`src/rtl/svna_pkg.sv`:
```
// Package for the sparse voxel normal accumulator.
// Holds config register indexes, status codes and shared record types.
// No dependencies.
package svna_pkg;

    localparam int CFG_ADDR_BITS = 3;
    localparam int CFG_DATA_BITS = 32;

    typedef enum logic [CFG_ADDR_BITS-1:0] {
        REG_MIN_X   = 3'd0,
        REG_MIN_Y   = 3'd1,
        REG_MIN_Z   = 3'd2,
        REG_INV     = 3'd3,
        REG_CELLS_X = 3'd4,
        REG_CELLS_Y = 3'd5,
        REG_CELLS_Z = 3'd6
    } cfg_addr_t;

    typedef enum logic [1:0] {
        ST_UPDATED = 2'd0,
        ST_NEW     = 2'd1,
        ST_OUTSIDE = 2'd2,
        ST_FULL    = 2'd3
    } status_t;

    typedef struct packed {
        logic [15:0]        hits;
        logic signed [31:0] sum_x;
        logic signed [31:0] sum_y;
        logic signed [31:0] sum_z;
    } voxel_acc_t;

    function automatic logic signed [31:0] sat_add(logic signed [31:0] a,
                                                   logic signed [15:0] b);
        logic signed [32:0] s;
        begin
            s = 33'(a) + 33'(b);
            if (s > 33'sd2147483647) begin
                sat_add = 32'sh7fffffff;
            end else if (s < -33'sd2147483648) begin
                sat_add = 32'sh80000000;
            end else begin
                sat_add = s[31:0];
            end
        end
    endfunction

endpackage

```
`src/rtl/svna_quant.sv`:
```
// Per-axis quantizer: (p - min) * inverse, integer part, range check.
// Two register stages; depends on svna_pkg.
module svna_quant
    import svna_pkg::*;
#(
    parameter int INDEX_BITS = 10
) (
    input  logic                  aclk,
    input  logic signed [31:0]    point,
    input  logic signed [31:0]    grid_min,
    input  logic [31:0]           inverse,
    input  logic [10:0]           cells,
    output logic [INDEX_BITS-1:0] index,
    output logic                  in_grid
);
    logic [31:0] diff_reg;
    logic        neg_reg;
    logic [63:0] prod_reg;
    logic        neg2_reg;
    logic        zinv_reg;
    logic [31:0] q;
    logic [16:0] lim;

    always_ff @(posedge aclk) begin
        diff_reg <= point - grid_min;
        neg_reg  <= (33'(point) - 33'(grid_min)) < 0;
        prod_reg <= 64'(diff_reg) * 64'(inverse);
        neg2_reg <= neg_reg;
        zinv_reg <= (inverse == 32'd0);
    end

    always_comb begin
        q = zinv_reg ? 32'd0 : prod_reg[63:32];
        lim = (17'(cells) < (17'd1 << INDEX_BITS)) ? 17'(cells)
            : (17'd1 << INDEX_BITS);
        in_grid = (zinv_reg || !neg2_reg) && (q < 32'(lim));
        index   = q[INDEX_BITS-1:0];
    end
endmodule

```
`config.mk`:
```
export PLATFORM = sky130hd
export DESIGN_NAME = svna_quant
export DESIGN_NICKNAME = d
export VERILOG_FILES = /design/src/rtl/svna_pkg.sv /design/src/rtl/svna_quant.sv
export SDC_FILE = /design/constraint.sdc
export NUM_CORES = 2
export LEC_CHECK = 0
export BUFFER_PORTS_ARGS = -buffer_cell sky130_fd_sc_hd__buf_4
export CAP_MARGIN = 20
export CORE_MARGIN = 8
export CORE_UTILIZATION = 60
export DETAILED_ROUTE_END_ITERATION = 8
export PLACE_DENSITY = 0.76
export SLEW_MARGIN = 10
export SYNTH_ARGS = -nofsm -noshare
export SYNTH_HDL_FRONTEND = slang
export SYNTH_SLANG_ARGS = --single-unit
```
`constraint.sdc`:
```
create_clock -name aclk -period 7.5 [get_ports aclk]
set_clock_uncertainty 0.15 [all_clocks]
set_input_delay 1.125 -clock aclk [delete_from_list [all_inputs] [get_ports aclk]]
set_output_delay 1.125 -clock aclk [all_outputs]
set_load 0.01 [all_outputs]
```
# Word-level counts from Yosys, hierarchy flattened

Cells that the tools add are included.

Add/subtract/negate cells: 2
Multiply operators: 1
Divide/modulo/power cells: 0
Order comparisons: 3
Equal/unequal tests: 0
Shifts and indexed selects: 0
Muxes and demuxes: 2
Bitwise gates (word level): 0
Reductions and logical operators: 4

Operators with widths:

| kind                                                 | number |
|---|---|
| multiplier 32 x 32 -> 64 bit                         | 1 |
| < comparator 33 x 1 -> 1 bit (second input constant) | 1 |
| subtractor 32 x 32 -> 33 bit                         | 1 |
| zero test 32 bit                                     | 1 |
| < comparator 32 x 11 -> 1 bit                        | 1 |
| 2-to-1 mux 32 bit                                    | 1 |
| subtractor 32 bit                                    | 1 |
| < comparator 11 bit (second input constant)          | 1 |
| 2-to-1 mux 11 bit                                    | 1 |
| logical AND 1 bit                                    | 1 |
| zero test 1 bit                                      | 1 |
| logical OR 1 bit                                     | 1 |

Bits in registers: 99
Bits in latches: 0
Memory bits (writable): 0
ROM bits: 0
Input bits: 108
Output and inout port bits: 11
Word-level logic and storage cells: 17
Memories kept: 0

# Depth between registers and ports, before layout

Word-level depth: 4
Mapped depth: 28
Gate-level depth less buffers: 27

# Worst setup path before layout

Ideal clock, no wire load.

Kind: input port to flip-flop
From: in inverse[2]
To: reg prod_reg[56]
Library setup time: 72 ps
Arrival time: 7,691 ps
Data required time: 7,278 ps
Path slack: -413 ps
Stages: 26
Path buffers: 1
Path through: clkbuf_1 -> and2_1 -> fa_1 -> inv_1 -> fa_1 -> fa_1 -> fa_1 -> inv_1 -> fa_1 -> inv_1 -> fa_1 -> inv_1 -> fa_1 -> inv_1 -> fa_1 -> inv_1 -> ha_1 -> and3_2 -> and2_0 -> a221oi_1 -> o22a_1 -> a31oi_1 -> a21bo_2 -> a41o_1 -> a21oi_1 -> xnor2_1

Word-level cells in the longest chain between the ends: 1

RTL lines:

| element                      | line             | RTL |
|---|---|---|
| start: declaration           | svna_quant.sv:11 | `input logic [31:0] inverse,` |
| multiplier 32 x 32 -> 64 bit | svna_quant.sv:27 | `prod_reg <= 64'(diff_reg) * 64'(inverse);` |
| end signal: assignment       | svna_quant.sv:27 |  |
| end: declaration             | svna_quant.sv:18 | `logic [63:0] prod_reg;` |

No other way between the ends.

# Final worst setup path

From: in inverse[19]
To: reg prod_reg[50]

Same word-level chain as after synthesis.

==> metrics <==
outcome finished with violations; failing checks setup timing; CP startpoint kind input port; Fmax achieved ~0.13 GHz; Hold Path Class register to register; share of layout cells above drive strength 1 16.31%; area of the die 68000 µm²; Worst setup EP type register; Tmin final approximately 7.8 ns; register area share after synthesis under 10%; Max transition margin roughly half; WS Path Type input port to register; CP Max Fanout 5; CTS Root Cell clkbuf_16; Post-DRT Antenna Nets 0; Placer Congestion 0.9379; core area 59130 µm²; Setup-failing EPs final 20; cell taking the most area after synthesis fa_1; Mapped Cells 3936; Final Net Count 5483; initial antenna violation count 0; Port Buffers 118; syn_nets 5242; hold_ws 0.3178 ns; DR vias/cell 5.503; H-tree lvl count 3; number of buffers created by CTS 9; Max Slew Vio Count 0; Synth area leaders fa_1, ha_1, and2_1; Max Cap Viol 0; Worst Setup Slack, final -0.2603 ns; worst slew pin tran approximately 0.75 ns; Cell Area, Synth 35950 µm²; via count roughly 27000; GRT Util Overall between 20% and 30%; diode count 0; Synth cell types 73; clock tree buffer depth 2; RSZ-0062 raised after global routing yes; CP arrival 7.86 ns; vias in the first global route 29906; Initial Util 60.79%; post-synth top area share 49.90%; most frequent cells in the layout inv_1, fa_1, and2_1, nand2_1, buf_4; Top FF cell, synth dfxtp_1; Synthesis Warnings 0; Site Rows 89; Core Util, Final 69.83%; # DRC 0; drt wl/cell ~19 µm; ys async rst share 0%; HPWL after detailed placement between 70 and 80 mm; global-route wire length before repair 153.0 mm; I/O pins 119; Seq cells post-synth 67; Die Ht 260.8 µm; Syn Area/Cell 9.133 µm²; fin crit share 103.5%; synthesis-to-finish area growth 14.87%; Final Hold Vio Count 0; most common cell after layout, fill and taps aside inv_1; Overflow after GRT 0; Place WS -0.7989 ns; Post-synth EDFFs 0; critical path required time 7.60 ns; starting DRC count in detailed routing between 1500 and 2000; WL final 94.26 mm; CTS tree done; CTS clk-pin slew, worst paths 0.06 ns; DIE WIDTH ~260 µm; worst-skew pair later-pin latency about 0.36 ns; Post-Layout Cell Count 4955; cell count after placement 4912; largest net degree at the start of global routing 33; DRT Pass-1 Iters 6; Hold Buf Count CTS 0; CTS Sinks between 60 and 70
## cell usage after synthesis, types with 18 or more instances
library cell	count
nand4_1	19
dfxtp_1	67
clkbuf_1	197
a21o_1	21
ha_1	302
xor2_1	18
xnor2_1	45
nand2_1	490
nor2_1	38
fa_1	896
inv_1	907
a21oi_1	87
o21ai_0	42
and2_1	595
nor2b_1	24
## layout make-up
class	count	area [µm²]
inverters	908	3408
multi-input cells	2757	31390
repair buffers	434	3859
fillers	4373	17840
clock inverters	6	88.84
flip-flops and latches	67	1343
well taps	773	967.2
clock buffers	10	239.0
## per-layer routing
metal	GRT usage [%]	vias to the layer above	share of wire [%]
met1	34.44	13951	37
met4	13.18	0	5.1
li1	-	12000	-
met3	3.631	293	5.7
met5	0	-	0
met2	50.42	1022	52
## path summary, 6_finish.rpt
kind / start / to / slack, ns / cells after the start
worst max-delay path: inverse[19] / prod_reg[50] / -0.26 / 26
worst min-delay path: neg_reg / neg2_reg / 0.32 / 0
worst max register to register: diff_reg[12] / prod_reg[59] / -0.10 / 24
worst min register to register: neg_reg / neg2_reg / 0.32 / 0
## stage by stage
step	setup TNS (ns)	cell area (µm²)
floorplan	-1.226	36220
global placement	-13.97	39590
detailed placement	-16.88	39590
CTS	-0.9420	40610
global route	-6.365	41290
finish	-2.946	41290
## cell families after synthesis
logic type               Yosys count  share of synthesized area [%]
AO/OA/AOI/OAI                    251                          4.567
multiplexers                       2                        0.05569
XOR/XNOR                          63                          1.535
AND/OR/NAND/NOR                 1243                          17.97
flip-flops                        67                          3.731
adder cells (fa/ha/maj)         1198                          60.41
buffers and inverters           1112                          11.73
## worst max-delay path, stage by stage
cell and delay (ns):
buf_12 0.12, buf_6 0.12, buf_6 0.11, and2_4 0.13, fa_1 0.53, inv_2 0.05
fa_1 0.49, inv_2 0.04, fa_1 0.59, fa_2 0.47, fa_2 0.62, fa_2 0.44
fa_1 0.51, fa_2 0.64, ha_4 0.23, buf_6 0.13, nand2_4 0.06, buf_6 0.11
a21oi_2 0.04, a21boi_2 0.15, a2111o_1 0.38, a31oi_2 0.18, buf_4 0.16, o21ai_4 0.07
a221oi_2 0.27, xnor2_1 0.11
## repair_timing
item                                    CTS  global route
gates cloned                              2             1
resized for setup                       148           141
endpoints found under the setup margin   27            28
pin swaps                               115           107
buffers inserted                         12            14
Power is left out: the tool's default activity adds up to more than one toggle a clock period on the data nets, which glitch-free logic cannot reach.
