$ cat src/rtl/svna_pkg.sv
// Package for the sparse voxel normal accumulator.
// Holds config register indexes, status codes and shared record types.
// No dependencies.
package svna_pkg;

    localparam int CFG_ADDR_BITS = 3;
    localparam int CFG_DATA_BITS = 32;

    typedef enum logic [CFG_ADDR_BITS-1:0] {
        REG_MIN_X   = 3'd0,
        REG_MIN_Y   = 3'd1,
        REG_MIN_Z   = 3'd2,
        REG_INV     = 3'd3,
        REG_CELLS_X = 3'd4,
        REG_CELLS_Y = 3'd5,
        REG_CELLS_Z = 3'd6
    } cfg_addr_t;

    typedef enum logic [1:0] {
        ST_UPDATED = 2'd0,
        ST_NEW     = 2'd1,
        ST_OUTSIDE = 2'd2,
        ST_FULL    = 2'd3
    } status_t;

    typedef struct packed {
        logic [15:0]        hits;
        logic signed [31:0] sum_x;
        logic signed [31:0] sum_y;
        logic signed [31:0] sum_z;
    } voxel_acc_t;

    function automatic logic signed [31:0] sat_add(logic signed [31:0] a,
                                                   logic signed [15:0] b);
        logic signed [32:0] s;
        begin
            s = 33'(a) + 33'(b);
            if (s > 33'sd2147483647) begin
                sat_add = 32'sh7fffffff;
            end else if (s < -33'sd2147483648) begin
                sat_add = 32'sh80000000;
            end else begin
                sat_add = s[31:0];
            end
        end
    endfunction

endpackage

$ cat src/rtl/svna_cell.sv
// One table cell: holds a key, a valid flag and accumulators, compares the
// shared probe key when the probe token passed down the chain reaches it. Depends on svna_pkg.
module svna_cell
    import svna_pkg::*;
#(
    parameter int KEY_BITS = 30
) (
    input  logic                aclk,
    input  logic                aresetn,
    input  logic                probe_valid,
    input  logic [KEY_BITS-1:0] probe_key,
    input  logic                load,
    input  logic                update,
    input  logic signed [15:0]  nx,
    input  logic signed [15:0]  ny,
    input  logic signed [15:0]  nz,
    output logic                hit,
    output voxel_acc_t          acc
);
    logic                valid_reg;
    logic [KEY_BITS-1:0] key_reg;
    voxel_acc_t          acc_reg;

    always_ff @(posedge aclk) begin
        if (!aresetn) begin
            valid_reg <= 1'b0;
        end else if (load) begin
            valid_reg <= 1'b1;
        end
        if (load) begin
            key_reg       <= probe_key;
            acc_reg.hits  <= 16'd1;
            acc_reg.sum_x <= 32'(nx);
            acc_reg.sum_y <= 32'(ny);
            acc_reg.sum_z <= 32'(nz);
        end else if (update) begin
            if (acc_reg.hits != 16'hffff) begin
                acc_reg.hits <= acc_reg.hits + 16'd1;
            end
            acc_reg.sum_x <= sat_add(acc_reg.sum_x, nx);
            acc_reg.sum_y <= sat_add(acc_reg.sum_y, ny);
            acc_reg.sum_z <= sat_add(acc_reg.sum_z, nz);
        end
    end

    assign hit = probe_valid && valid_reg && (key_reg == probe_key);
    assign acc = acc_reg;
endmodule
$ cat config.mk
export PLATFORM = sky130hd
export DESIGN_NAME = svna_cell
export DESIGN_NICKNAME = d
export VERILOG_FILES = /design/src/rtl/svna_pkg.sv /design/src/rtl/svna_cell.sv
export SDC_FILE = /design/constraint.sdc
export NUM_CORES = 1
export LEC_CHECK = 0
export BUFFER_PORTS_ARGS = -buffer_cell sky130_fd_sc_hd__buf_4
export CAP_MARGIN = 20
export CORE_UTILIZATION = 35
export DETAILED_ROUTE_END_ITERATION = 12
export SYNTH_ARGS = -nofsm -noshare
export SYNTH_HDL_FRONTEND = slang
export SYNTH_SLANG_ARGS = --single-unit
export TNS_END_PERCENT = 10
$ cat constraint.sdc
create_clock -name aclk -period 3.8 [get_ports aclk]
set_input_delay 0.76 -clock aclk [delete_from_list [all_inputs] [get_ports aclk]]
set_output_delay 0.76 -clock aclk [all_outputs]
set_load 0.005 [all_outputs]
; Word level (Yosys, flattened, before mapping)
; Cells that the tools add are included.
[op_classes]
add_sub_neg = 4
mux = 8
reduce_logical = 4
eq_ne = 2
magnitude_cmp = 6
[op_table]
columns = cell, n
row1 = $mux W32, 6
row2 = $mux W96, 2
row3 = $add A32 B16 Y33, 3
row4 = $gt A33 B32 Y1 const B, 3
row5 = $lt A33 B32 Y1 const B, 3
row6 = $eq A30 B30 Y1, 1
row7 = $add A16 B1 Y16 const B, 1
row8 = $ne A16 B16 Y1 const B, 1
row9 = $logic_and A1 B1 Y1, 2
row10 = $reduce_and A2 Y1, 1
row11 = $reduce_bool A2 Y1, 1
[totals]
word_cells = 30
reg_bits = 143

; Longest topological paths before layout
; Gate-level depths: netlist of the first run.
[logic_depth]
word_depth = 6
depth_mapped = 14

; Least setup slack after synthesis of the first run
; No wires, ideal clock.
[synth_path]
kind = input to register
from = input port nx[0]
to = register acc_reg (netlist bit acc[86]), data pin
setup_slack_ns = 0.445
n_path_buf = 1
setup_ns = 0.274
cell_stages = 13
arrival_time_ns = 3.081
path_cell_list = ha_1 inv_1 fa_1 nor2b_1 o21ai_2 a21oi_1 o41ai_4 a211oi_2 a21oi_4 nor2_1 o41ai_4 buf_6 o22ai_2
[synth_via]
elab_chain_cells = 6
word_cells_on_any_way = 7
[synth_lines]
columns = element, line_no
row1 = "start, declared", svna_cell.sv:14  ; input logic signed [15:0] nx,
row2 = $add A32 B16 Y33 (*), svna_pkg.sv:37  ; s = 33'(a) + 33'(b);
row3 = $lt A33 B32 Y1, svna_pkg.sv:40  ; end else if (s < -33'sd2147483648) begin
row4 = $mux W32, svna_pkg.sv:40
row5 = $mux W32 (*), svna_pkg.sv:38  ; if (s > 33'sd2147483647) begin
row6 = $mux W96 (*), svna_cell.sv:36  ; end else if (update) begin
row7 = $mux W96 (*), svna_cell.sv:30  ; if (load) begin
row8 = "end, declared", svna_cell.sv:22  ; voxel_acc_t acc_reg;
; Every way passes the cells marked *; elsewhere a longest branch is shown, timed or not. The select of a mux whose other input is x is not followed.
; A chain may end at the register's enable or synchronous reset.

; Worst setup path in the final report of the first run
[layout_path]
from = input port ny[0]
to = register acc_reg (netlist bit acc[37]), data pin
[layout_via]
elab_chain_cells = 6
word_cells_on_any_way = 7
[layout_lines]
columns = element, line_no
row1 = "start, declared", svna_cell.sv:15  ; input logic signed [15:0] ny,
row2 = $add A32 B16 Y33 (*), svna_pkg.sv:37
row3 = $lt A33 B32 Y1, svna_pkg.sv:40
row4 = $mux W32, svna_pkg.sv:40
row5 = $mux W32 (*), svna_pkg.sv:38
row6 = $mux W96 (*), svna_cell.sv:36
row7 = $mux W96 (*), svna_cell.sv:30
; Marked as above.

==> run summary, run 1 <==
critical path arrival: 3.62 ns
First DRT Iteration DRCs: 597
pwr/cell area: 752 mW/mm2
gr usage total: 0.190
total CTS buffers: 17
row cnt: 65
number of synthesis warnings: 0
Via density: 5.37
most common cell after layout, fill and taps aside: buf_4
CP Capture Type: flop
worst r2r src: acc[32]$_DFFE_PP_
CP startpoint kind: input pin
CTS tree: done
wire per inst: 16.9 um
via count of the first global-routing pass: 9613
status: completed
total number of vias: 10100
die area: 0.0333 mm2
Post-synth EDFFs: 126
NumNets Final: 1605
overall power: 10.6 mW
CTS root buf: clkbuf_16
Leak: 5.95 nW
CTS Hold Bufs: 0
Antenna diodes: 0
H-tree depth: 4
global route overflow: 0
Die Wd: 182 um
Detail Placement HPWL: 23600 um
maximum fanout along the worst path: 7
critical path capture point: acc[37]$_DFFE_PP_
DRT Pass-1 Iters: 5
max_slew headroom: 0.366
gpl congestion: 0.900
Cell variety after synth: 79
FF-to-FF setup slack: 0.50 ns
share of post-route cells with drive strength above 1: 0.219
max-cap viol count: 0
final wirelength: 31600 um
Final period util: 0.877
Residual DRC: 0
total setup buffers inserted after CTS: 0
Clock Skew: 0.0110 ns
Clock Sinks: 143
largest net degree at the start of global routing: 49
Max VDD drop: 0.356 mV
CTS Buffer Depth: 2
antenna violations before repair: 0
Layout area overhead: 24.2%
starting density of the core: 0.358
Final setup violation count: 0
R2R Path End: acc[37]$_DFFE_PP_
register area share after synthesis: 0.362
Netlist Area Pre-Place: 0.0114 mm2
Worst setup startpoint: ny[0]
worst path required time: 4.09 ns
RSZ-0062 raised after global routing: false
post-synthesis cell count: 1206
critical path type: in2reg
# port buffers: 195
Resized cells post-CTS: 0
Core ar.: 0.0318 mm2
Worst Max-Slew Pin Slew: 0.926 ns
Main synth FF type: edfxtp_1
Fill cells: 3096
Final Hold Viols: 0
max-slew violation count: 0
top-level I/O count: 196
Reg2Reg Depth: 12
fmax: 300 MHz
max reg flops: 112
ys async rst share: 0
Die Ht: 182 um
first-pass GRT wire length: 50200 um
antenna viol nets, final: 0
setup tns final: 0 ns
HP Class: reg2reg
clock slew at reported path FFs: 0.07 ns
Period minus WS final: 3.33 ns
syn_nets: 1389
Avg Cell Area, Syn: 9.44 um2
Clk Latency, worst-skew pair: 0.45 ns
register bit total from synthesis: 143
commonest cells after routing, fill and taps aside: buf_4, nand2_1, edfxtp_1, a21oi_1, ha_1
-- per-layer routing --
metal	routed length, um	global-route usage	vias to the layer above
met4	439	0.0588	0
met2	14800	0.312	288
li1	-	-	4972
met5	0	0	-
met1	14700	0.252	4766
met3	1570	0.0359	25
-- critical path, cell delays in order --
cell     delay (ns)
buf_4          0.09
ha_1           0.20
inv_1          0.07
fa_1           0.42
nor2b_1        0.21
o31ai_1        0.15
a21oi_1        0.26
a21oi_2        0.14
o21ai_2        0.26
a21oi_1        0.15
or2_1          0.38
maj3_1         0.38
o21ai_0        0.16
-- layout make-up --
type / count / area (um2) / area share
Multi-Input combinational cell: 989 / 6940 / 0.491
Tap cell: 435 / 544 / 0.0385
Inverter: 39 / 146 / 0.0104
Timing Repair Buffer: 232 / 1790 / 0.127
Clock inverter: 13 / 125 / 0.00885
Clock buffer: 19 / 464 / 0.0328
Sequential cell: 143 / 4120 / 0.292
-- kinds of logic (layout without fill, tap and decap cells) --
| logic type | Yosys count | count (layout) | synth area share |
|---|---|---|---|
| AO/OA/AOI/OAI | 397 | 397 | 0.241 |
| AND/OR/NAND/NOR | 352 | 352 | 0.146 |
| flip-flops | 143 | 143 | 0.362 |
| XOR/XNOR | 117 | 117 | 0.0900 |
| adder cells (fa/ha/maj) | 114 | 114 | 0.124 |
| buffers and inverters | 74 | 303 | 0.0285 |
| multiplexers | 9 | 9 | 0.00835 |
-- worst min path at each step --
stage | cells past startpoint | end | startpoint
6_report | 1 | valid_reg$_SDFFE_PN0P_ | valid_reg$_SDFFE_PN0P_
5_1_grt | 1 | key_reg[15]$_DFFE_PP_ | probe_key[15]
4_1_cts | 1 | valid_reg$_SDFFE_PN0P_ | valid_reg$_SDFFE_PN0P_
3_5_place_dp | 1 | valid_reg$_SDFFE_PN0P_ | valid_reg$_SDFFE_PN0P_
3_3_place_gp | 1 | valid_reg$_SDFFE_PN0P_ | valid_reg$_SDFFE_PN0P_
2_1_floorplan | 1 | valid_reg$_SDFFE_PN0P_ | valid_reg$_SDFFE_PN0P_
-- report_power, final --
group	total, mW	switching [mW]	internal [mW]
clock network	1.74	0.774	0.971
logic	6.23	3.33	2.91
registers	2.65	0.321	2.33
-- metrics by stage --
step,setup WS [ns],hold WS (ns),instance area (um2),cells,util
final,0.467,0.471,14100,1870,0.445
after global routing,0.229,0.478,14100,1870,0.445
after CTS,0.500,0.478,14100,1870,0.445
after detailed placement,0.0543,0.457,13500,1838,0.426
after global placement,0.115,0.456,13500,1838,0.426
after floorplan,0.445,0.440,11400,1206,-
-- synthesized netlist by cell type (all sizes together) (9+ instances only) --
cell type / number / area share
o211ai: 10 / 0.0066
a2bb2oi: 23 / 0.018
o21ai: 74 / 0.035
xnor2: 61 / 0.047
buf: 15 / 0.0090
o31ai: 11 / 0.0073
ha: 97 / 0.11
nor2: 82 / 0.027
nand3: 21 / 0.0092
edfxtp: 126 / 0.33
o22ai: 26 / 0.019
inv: 39 / 0.013
a21o: 38 / 0.025
a21oi: 122 / 0.056
a211oi: 12 / 0.0084
nand4: 16 / 0.0088
nor3: 14 / 0.0062
and3: 18 / 0.0099
clkbuf: 20 / 0.0066
nor2b: 9 / 0.0049
dfxtp: 17 / 0.030
o21bai: 9 / 0.0059
xor2: 56 / 0.043
maj3: 14 / 0.012
o21a: 16 / 0.011
nand2: 135 / 0.045
(Power assumes the default switching activity.)
==> run 2: changes to the inputs <==
Settings changed: BUFFER_PORTS_ARGS -buffer_cell sky130_fd_sc_hd__buf_4 to unset, DONT_BUFFER_PORTS set to 1, RECOVER_POWER set to 100.
Clock period 3.8 ns to 4 ns, I/O delays scaled along.
==> run 2 against run 1 <==
The flow now finishes with violations (capacitance limit, slew limit). Register-to-register slack worse by 0.15 ns. Global-route usage is 0.67 points lower. First-iteration DRC count is 7.4% lower. Sequential share of layout area is 3.7 points higher. Core utilization is 5.0 points lower. Combinational power is 18% lower. Non-clock buffer count is 205 lower. Cell count is 11% lower. Highest routed layer unchanged.
==> run summary, run 2 (synthesis results as in run 1) <==
status: finished, violations left (was completed)
failing checks: capacitance limit, slew limit
total setup buffers inserted after CTS: 0 (unchanged)
H-tree depth: 4 (unchanged)
Clk Latency, worst-skew pair: 0.45 ns (about the same)
HP Class: in2reg (was reg2reg)
Fill cells: 3210 (was 3096)
max-slew violation count: 74 (was 0)
Leak: 4.92 nW (was 5.95 nW)
total number of vias: 9254 (was 10100)
max reg flops: 112 (unchanged)
critical path type: reg2reg (was in2reg)
Final period util: 0.913
most common cell after layout, fill and taps aside: nand2_1 (was buf_4)
first-pass GRT wire length: 48200 um (was 50200 um)
final wirelength: 30400 um (was 31600 um)
Final setup violation count: 0 (unchanged)
maximum fanout along the worst path: 8 (was 7)
Detail Placement HPWL: 22500 um (was 23600 um)
NumNets Final: 1400 (was 1605)
CP Capture Type: flop (unchanged)
largest net degree at the start of global routing: 86 (was 49)
Max VDD drop: 0.379 mV (was 0.356 mV)
antenna violations before repair: 0 (unchanged)
CTS root buf: clkbuf_16 (unchanged)
CTS Buffer Depth: 2 (unchanged)
Via density: 5.56 (was 5.37)
area occupied by multi-input gates: 0.00693 mm2 (was 0.00694 mm2)
pwr/cell area: 752 mW/mm2 (about the same)
# port buffers: 0 (was 195)
clock slew at reported path FFs: 0.07 ns (about the same)
Layout area overhead: 10.2% (was 24.2%)
First DRT Iteration DRCs: 553 (was 597)
register area: 0.00412 mm2 (unchanged)
wire per inst: 18.3 um (was 16.9 um)
global route overflow: 0 (unchanged)
Residual DRC: 0 (unchanged)
Die Ht: 182 um (unchanged)
total CTS buffers: 17 (unchanged)
Die Wd: 182 um (unchanged)
CP startpoint kind: flop (was input pin)
Period minus WS final: 3.65 ns
Largest stage delay, worst path: 0.48 ns (was 0.42 ns)
worst path required time: 4.19 ns (was 4.09 ns)
via count of the first global-routing pass: 8849 (was 9613)
fin util: 0.395 (was 0.445)
share of post-route cells with drive strength above 1: 0.0813 (was 0.219)
CTS tree: done (unchanged)
Final Hold Viols: 0 (unchanged)
setup tns final: 0 ns (unchanged)
max-cap viol count: 1 (was 0)
antenna viol nets, final: 0 (unchanged)
CP max-delay cell: maj3_1 (was fa_1)
top-level I/O count: 196 (unchanged)
Post-DP Area: 0.0120 mm2 (was 0.0135 mm2)
crit path cell chain: ha_1 -> inv_1 -> fa_1 -> nor2b_1 -> o21ai_2 -> a21oi_1 -> o41ai_4 -> a211oi_2 -> a21oi_4 -> clkbuf_1 -> o21ai_0 -> maj3_1 -> mux2_2 (was buf_4 -> ha_1 -> inv_1 -> fa_1 -> nor2b_1 -> o31ai_1 -> a21oi_1 -> a21oi_2 -> o21ai_2 -> a21oi_1 -> or2_1 -> maj3_1 -> o21ai_0)
CTS Hold Bufs: 0 (unchanged)
max_slew headroom: -0.409 (was 0.366)
commonest cells after routing, fill and taps aside: nand2_1, edfxtp_1, a21oi_1, ha_1, nor2_1 (was buf_4, nand2_1, edfxtp_1, a21oi_1, ha_1)
Antenna diodes: 0 (unchanged)
Core ar.: 0.0318 mm2 (unchanged)
row cnt: 65 (unchanged)
die area: 0.0333 mm2 (unchanged)
Resized cells post-CTS: 0 (unchanged)
DRT Pass-1 Iters: 5 (unchanged)
critical path arrival: 3.84 ns (was 3.62 ns)
Clock Skew: 0.00954 ns (was 0.0110 ns)
final instance area: 0.0125 mm2 (was 0.0141 mm2)
RSZ-0062 raised after global routing: false (unchanged)
starting density of the core: 0.358 (unchanged)
Worst Max-Slew Pin Slew: 2.11 ns (was 0.926 ns)
fmax: 274 MHz
Clock Sinks: 143 (unchanged)
gr usage total: 0.183 (was 0.190)
gpl congestion: 0.905 (was 0.900)
[run 2: changes by cell type in the layout (fill, tap and decap cells not counted), sizes merged]
cell / delta
buf: -211
bufinv: +2
clkbuf: +5
clkinv: -2
clkinvlp: +2
inv: -1
[run 2: metal layers]
layer,global-route usage,wire length [um],vias up
met5,0,0,-
met4,0.0723,786,0
met3,0.0473,1820,46
met2,0.293,14000,233
met1,0.236,13800,4407
li1,-,-,4568
[run 2: worst max-delay path: cells and delay by family, from the launching register on]
family          cells  cell delay, ns
flops               1            0.44
buf+inv             2            0.35
compound gates      6            1.36
mux                 1            0.27
simple gates        1            0.07
fa+ha+maj           3            0.91
[run 2: worst paths after layout]
path | start | end | slack, ns | cells past startpoint
setup reg to reg | acc[64]$_DFFE_PP_ | acc[66]$_DFFE_PP_ | 0.35 | 13
hold reg to reg | valid_reg$_SDFFE_PN0P_ | valid_reg$_SDFFE_PN0P_ | 0.50 | 1
hold / removal | probe_key[15] | key_reg[15]$_DFFE_PP_ | 0.45 | 0
setup / recovery | acc[64]$_DFFE_PP_ | acc[66]$_DFFE_PP_ | 0.35 | 13
[run 2: metrics by stage]
| step | cells | worst slack (ns) | hold WS, ns | total power, mW |
|---|---|---|---|---|
| floorplan | 1206 | 0.605 | 0.440 | 6.57 |
| global placement | 1633 | 0.101 | 0.449 | 7.69 |
| detailed placement | 1633 | 0.0329 | 0.476 | 7.75 |
| CTS | 1665 | 0.353 | 0.406 | 9.51 |
| global route | 1665 | 0.0935 | 0.412 | 10.2 |
| finish | 1665 | 0.349 | 0.447 | 9.43 |
[run 2: layout make-up]
| cell class | count | area share |
|---|---|---|
| Multi-Input combinational cell | 989 | 0.552 |
| Clock inverter | 14 | 0.0144 |
| Timing Repair Buffer | 27 | 0.0156 |
| Sequential cell | 143 | 0.329 |
| Clock buffer | 18 | 0.0342 |
| Inverter | 39 | 0.0117 |
| Tap cell | 435 | 0.0434 |
[run 2: where the power goes]
part	switching [mW]	internal [mW]
registers	0.399	2.22
logic	2.90	2.20
clock network	0.712	0.994
total	4.01	5.42
==> run 3: changes to the inputs <==
Settings changed: ABC_AREA set to 1, GPL_TIMING_DRIVEN set to 1.
==> run 3 against run 2 <==
The run still ends with capacitance limit, slew limit left. Die area is 18% higher. Clock skew rose by 0.00094 ns. Power shrank 2.5%. Sequential cell count unchanged. Synthesized cell count grew 79%. Worst hold slack got worse by 0.020 ns. Area after synthesis is 19% higher. Cell count up 61%. Clock power fell by 2%. Maximum frequency is 11% higher. Critical path type unchanged. Critical endpoint is now acc[2]$_DFFE_PP_. Highest routed layer unchanged.
==> run summary, run 3 <==
status: finished, violations left (unchanged)
failing checks: capacitance limit, slew limit (unchanged)
Residual DRC: 0 (unchanged)
wire per inst: 14.7 um (was 18.3 um)
Flop pwr share: 0.268 (was 0.278)
H-tree depth: 4 (unchanged)
Die Ht: 199 um (was 182 um)
gpl congestion: 0.955 (was 0.905)
Layout area overhead: 8.05% (was 10.2%)
Final WS setup: 0.720 ns (was 0.349 ns)
Final setup violation count: 0 (unchanged)
top post-synthesis cells by area: nand2_1, edfxtp_1, ha_1, inv_1, nor2_1 (was edfxtp_1, ha_1, a21oi_1, xnor2_1, nand2_1)
Non-Filler Instances: 2673 (was 1665)
max-slew violation count: 52 (was 74)
switch share: 0.488 (was 0.426)
setup tns final: 0 ns (unchanged)
total CTS buffers: 17 (unchanged)
ys async rst share: 0 (unchanged)
Clock Sinks: 143 (unchanged)
Detail Placement HPWL: 30500 um (was 22500 um)
CTS tree: done (unchanged)
largest net degree at the start of global routing: 86 (unchanged)
count leader, synth: nand2_1 (unchanged)
DRT Pass-1 Iters: 5 (unchanged)
maximum fanout along the worst path: 20 (was 8)
WP buf/inv: 3 (was 2)
commonest cells after routing, fill and taps aside: nand2_1, inv_1, nor2_1, edfxtp_1, ha_1 (was nand2_1, edfxtp_1, a21oi_1, ha_1, nor2_1)
Final Hold Viols: 0 (unchanged)
Clock Skew: 0.0105 ns (was 0.00954 ns)
cell count after placement: 2641 (was 1633)
antenna violations before repair: 0 (unchanged)
pre-CTS WS: 0.566 ns (was 0.0329 ns)
# port buffers: 0 (unchanged)
post-synth top area cell: nand2_1 (was edfxtp_1)
fmax: 305 MHz (was 274 MHz)
top-level I/O count: 196 (unchanged)
crit path cell chain: ha_1 -> inv_1 -> fa_1 -> inv_1 -> nand2_1 -> nand2_1 -> nand3_1 -> nand2_1 -> nand2_1 -> nand2_1 -> nand2_1 -> nand2_1 -> nand2_1 -> nand2_1 -> nand2_1 -> buf_4 -> nand2_1 -> nand2_1 -> nand2_1 -> nand2_1 (was ha_1 -> inv_1 -> fa_1 -> nor2b_1 -> o21ai_2 -> a21oi_1 -> o41ai_4 -> a211oi_2 -> a21oi_4 -> clkbuf_1 -> o21ai_0 -> maj3_1 -> mux2_2)
Hold Slack: 0.427 ns (was 0.447 ns)
max-cap viol count: 1 (unchanged)
CP startpoint kind: flop (unchanged)
register area share after synthesis: 0.305 (was 0.362)
gr usage total: 0.202 (was 0.183)
via count of the first global-routing pass: 12300 (was 8849)
Final period util: 0.820 (was 0.913)
Avg Cell Area, Syn: 6.26 um2 (was 9.44 um2)
Cell variety after synth: 39 (was 79)
Comb power frac: 0.551 (was 0.541)
Clk Latency, worst-skew pair: 0.47 ns (was 0.45 ns)
final wirelength: 39300 um (was 30400 um)
Period minus WS final: 3.28 ns (was 3.65 ns)
Yosys top cell area share: 0.295 (was 0.332)
number of synthesis warnings: 0 (unchanged)
antenna viol nets, final: 0 (unchanged)
Via density: 4.79 (was 5.56)
CTS root buf: clkbuf_16 (unchanged)
total number of vias: 12800 (was 9254)
worst path required time: 4.22 ns (was 4.19 ns)
register bit total from synthesis: 143 (unchanged)
row cnt: 71 (was 65)
Antenna diodes: 0 (unchanged)
Core ar.: 0.0378 mm2 (was 0.0318 mm2)
HP Class: in2reg (unchanged)
critical path's top delay family: simple AND/OR/NAND/NOR gates (was compound AO/OA/AOI/OAI gates)
Fill cells: 4127 (was 3210)
cell repeated most along the worst path: nand2_1
critical path arrival: 3.50 ns (was 3.84 ns)
Pint: 4.71 mW (was 5.42 mW)
Resized cells post-CTS: 0 (unchanged)
RSZ-0062 raised after global routing: false (unchanged)
max_slew headroom: -0.697 (was -0.409)
Netlist Area Pre-Place: 0.0135 mm2 (was 0.0114 mm2)
CTS Hold Bufs: 0 (unchanged)
max reg flops: 112 (unchanged)
CP Capture Type: flop (unchanged)
First DRT Iteration DRCs: 656 (was 553)
Main synth FF type: edfxtp_1 (unchanged)
Sw Pwr: 4.49 mW (was 4.01 mW)
post-synthesis cell count: 2159 (was 1206)
first-pass GRT wire length: 62000 um (was 48200 um)
top cells by count, synth: nand2_1, inv_1, nor2_1, edfxtp_1, ha_1 (was nand2_1, edfxtp_1, a21oi_1, ha_1, nor2_1)
register area: 0.00412 mm2 (unchanged)
Die Wd: 199 um (was 182 um)
total setup buffers inserted after CTS: 0 (unchanged)
clock slew at reported path FFs: 0.08 ns (was 0.07 ns)
critical path type: reg2reg (unchanged)
Leak: 8.08 nW (was 4.92 nW)
global route overflow: 0 (unchanged)
Post-synth EDFFs: 126 (unchanged)
Worst Max-Slew Pin Slew: 2.54 ns (was 2.11 ns)
pwr/cell area: 630 mW/mm2 (was 752 mW/mm2)
CP max-delay cell: nand2_1 (was maj3_1)
Largest stage delay, worst path: 0.47 ns (was 0.48 ns)
NumNets Final: 2332 (was 1400)
syn_nets: 2342 (was 1389)
clock share of power: 0.182 (was 0.181)
CTS Buffer Depth: 2 (unchanged)
area occupied by multi-input gates: 0.00796 mm2 (was 0.00693 mm2)
share of post-route cells with drive strength above 1: 0.0291 (was 0.0813)
most common cell after layout, fill and taps aside: nand2_1 (unchanged)
Max VDD drop: 0.328 mV (was 0.379 mV)
starting density of the core: 0.357 (was 0.358)
die area: 0.0394 mm2 (was 0.0333 mm2)
-- run 3: cell count changes after synthesis, moves of 29 or more --
cell     change
inv_1      +270
a21oi_1     -29
nand3_1     +53
nand2_1    +926
o21ai_0     -40
nor2_1      +63
a21o_1      -38
xnor2_1     -49
-- run 3: area by class of cell --
| cell class | count | area share |
|---|---|---|
| sequential | 143 | 0.282 |
| tap | 511 | 0.0438 |
| inverter | 319 | 0.0821 |
| clock buffer | 17 | 0.0291 |
| multi-input combinational | 1659 | 0.545 |
| clock inverter | 15 | 0.0113 |
| timing repair buffer | 9 | 0.00634 |
-- run 3: worst paths after layout --
kind                                from  slack (ns)  cells past startpoint                      to
setup / recovery        acc[0]$_DFFE_PP_        0.72                     20        acc[2]$_DFFE_PP_
hold reg to reg   valid_reg$_SDFFE_PN0P_        0.47                      1  valid_reg$_SDFFE_PN0P_
setup reg to reg        acc[0]$_DFFE_PP_        0.72                     20        acc[2]$_DFFE_PP_
hold / removal              probe_key[7]        0.43                      0    key_reg[7]$_DFFE_PP_
-- run 3: stage by stage --
step	utilization	instance area (um2)	power [mW]
after global routing	0.386	14600	10.1
after floorplan	-	13500	6.39
final	0.386	14600	9.20
after detailed placement	0.371	14000	7.55
after CTS	0.386	14600	9.28
after global placement	0.371	14000	7.51
-- run 3: kinds of logic (layout without fill, tap and decap cells) --
| group | after synthesis | in the layout | share of synthesized area |
|---|---|---|---|
| buffers and inverters | 357 | 360 | 0.105 |
| xor gates and xnor gates | 56 | 56 | 0.0363 |
| AOI/OAI and AO/OA | 159 | 159 | 0.0687 |
| and+or+nand+nor | 1344 | 1344 | 0.391 |
| adders and majority gates | 100 | 100 | 0.0943 |
| DFF | 143 | 143 | 0.305 |
-- run 3: power by group through the flow --
stage | Clock [mW] | Sequential (mW) | Combinational [mW]
after floorplan | 0 | 2.33 | 4.06
after global placement | 0 | 2.50 | 5.01
after detailed placement | 0 | 2.50 | 5.04
after CTS | 1.73 | 2.47 | 5.08
after global routing | 1.77 | 2.51 | 5.86
final | 1.67 | 2.46 | 5.06
-- run 3: per-layer routing --
metal,GRT usage,share of wire
met5,0,0
met2,0.340,0.46
met4,0.0752,0.025
met3,0.0607,0.073
met1,0.240,0.45
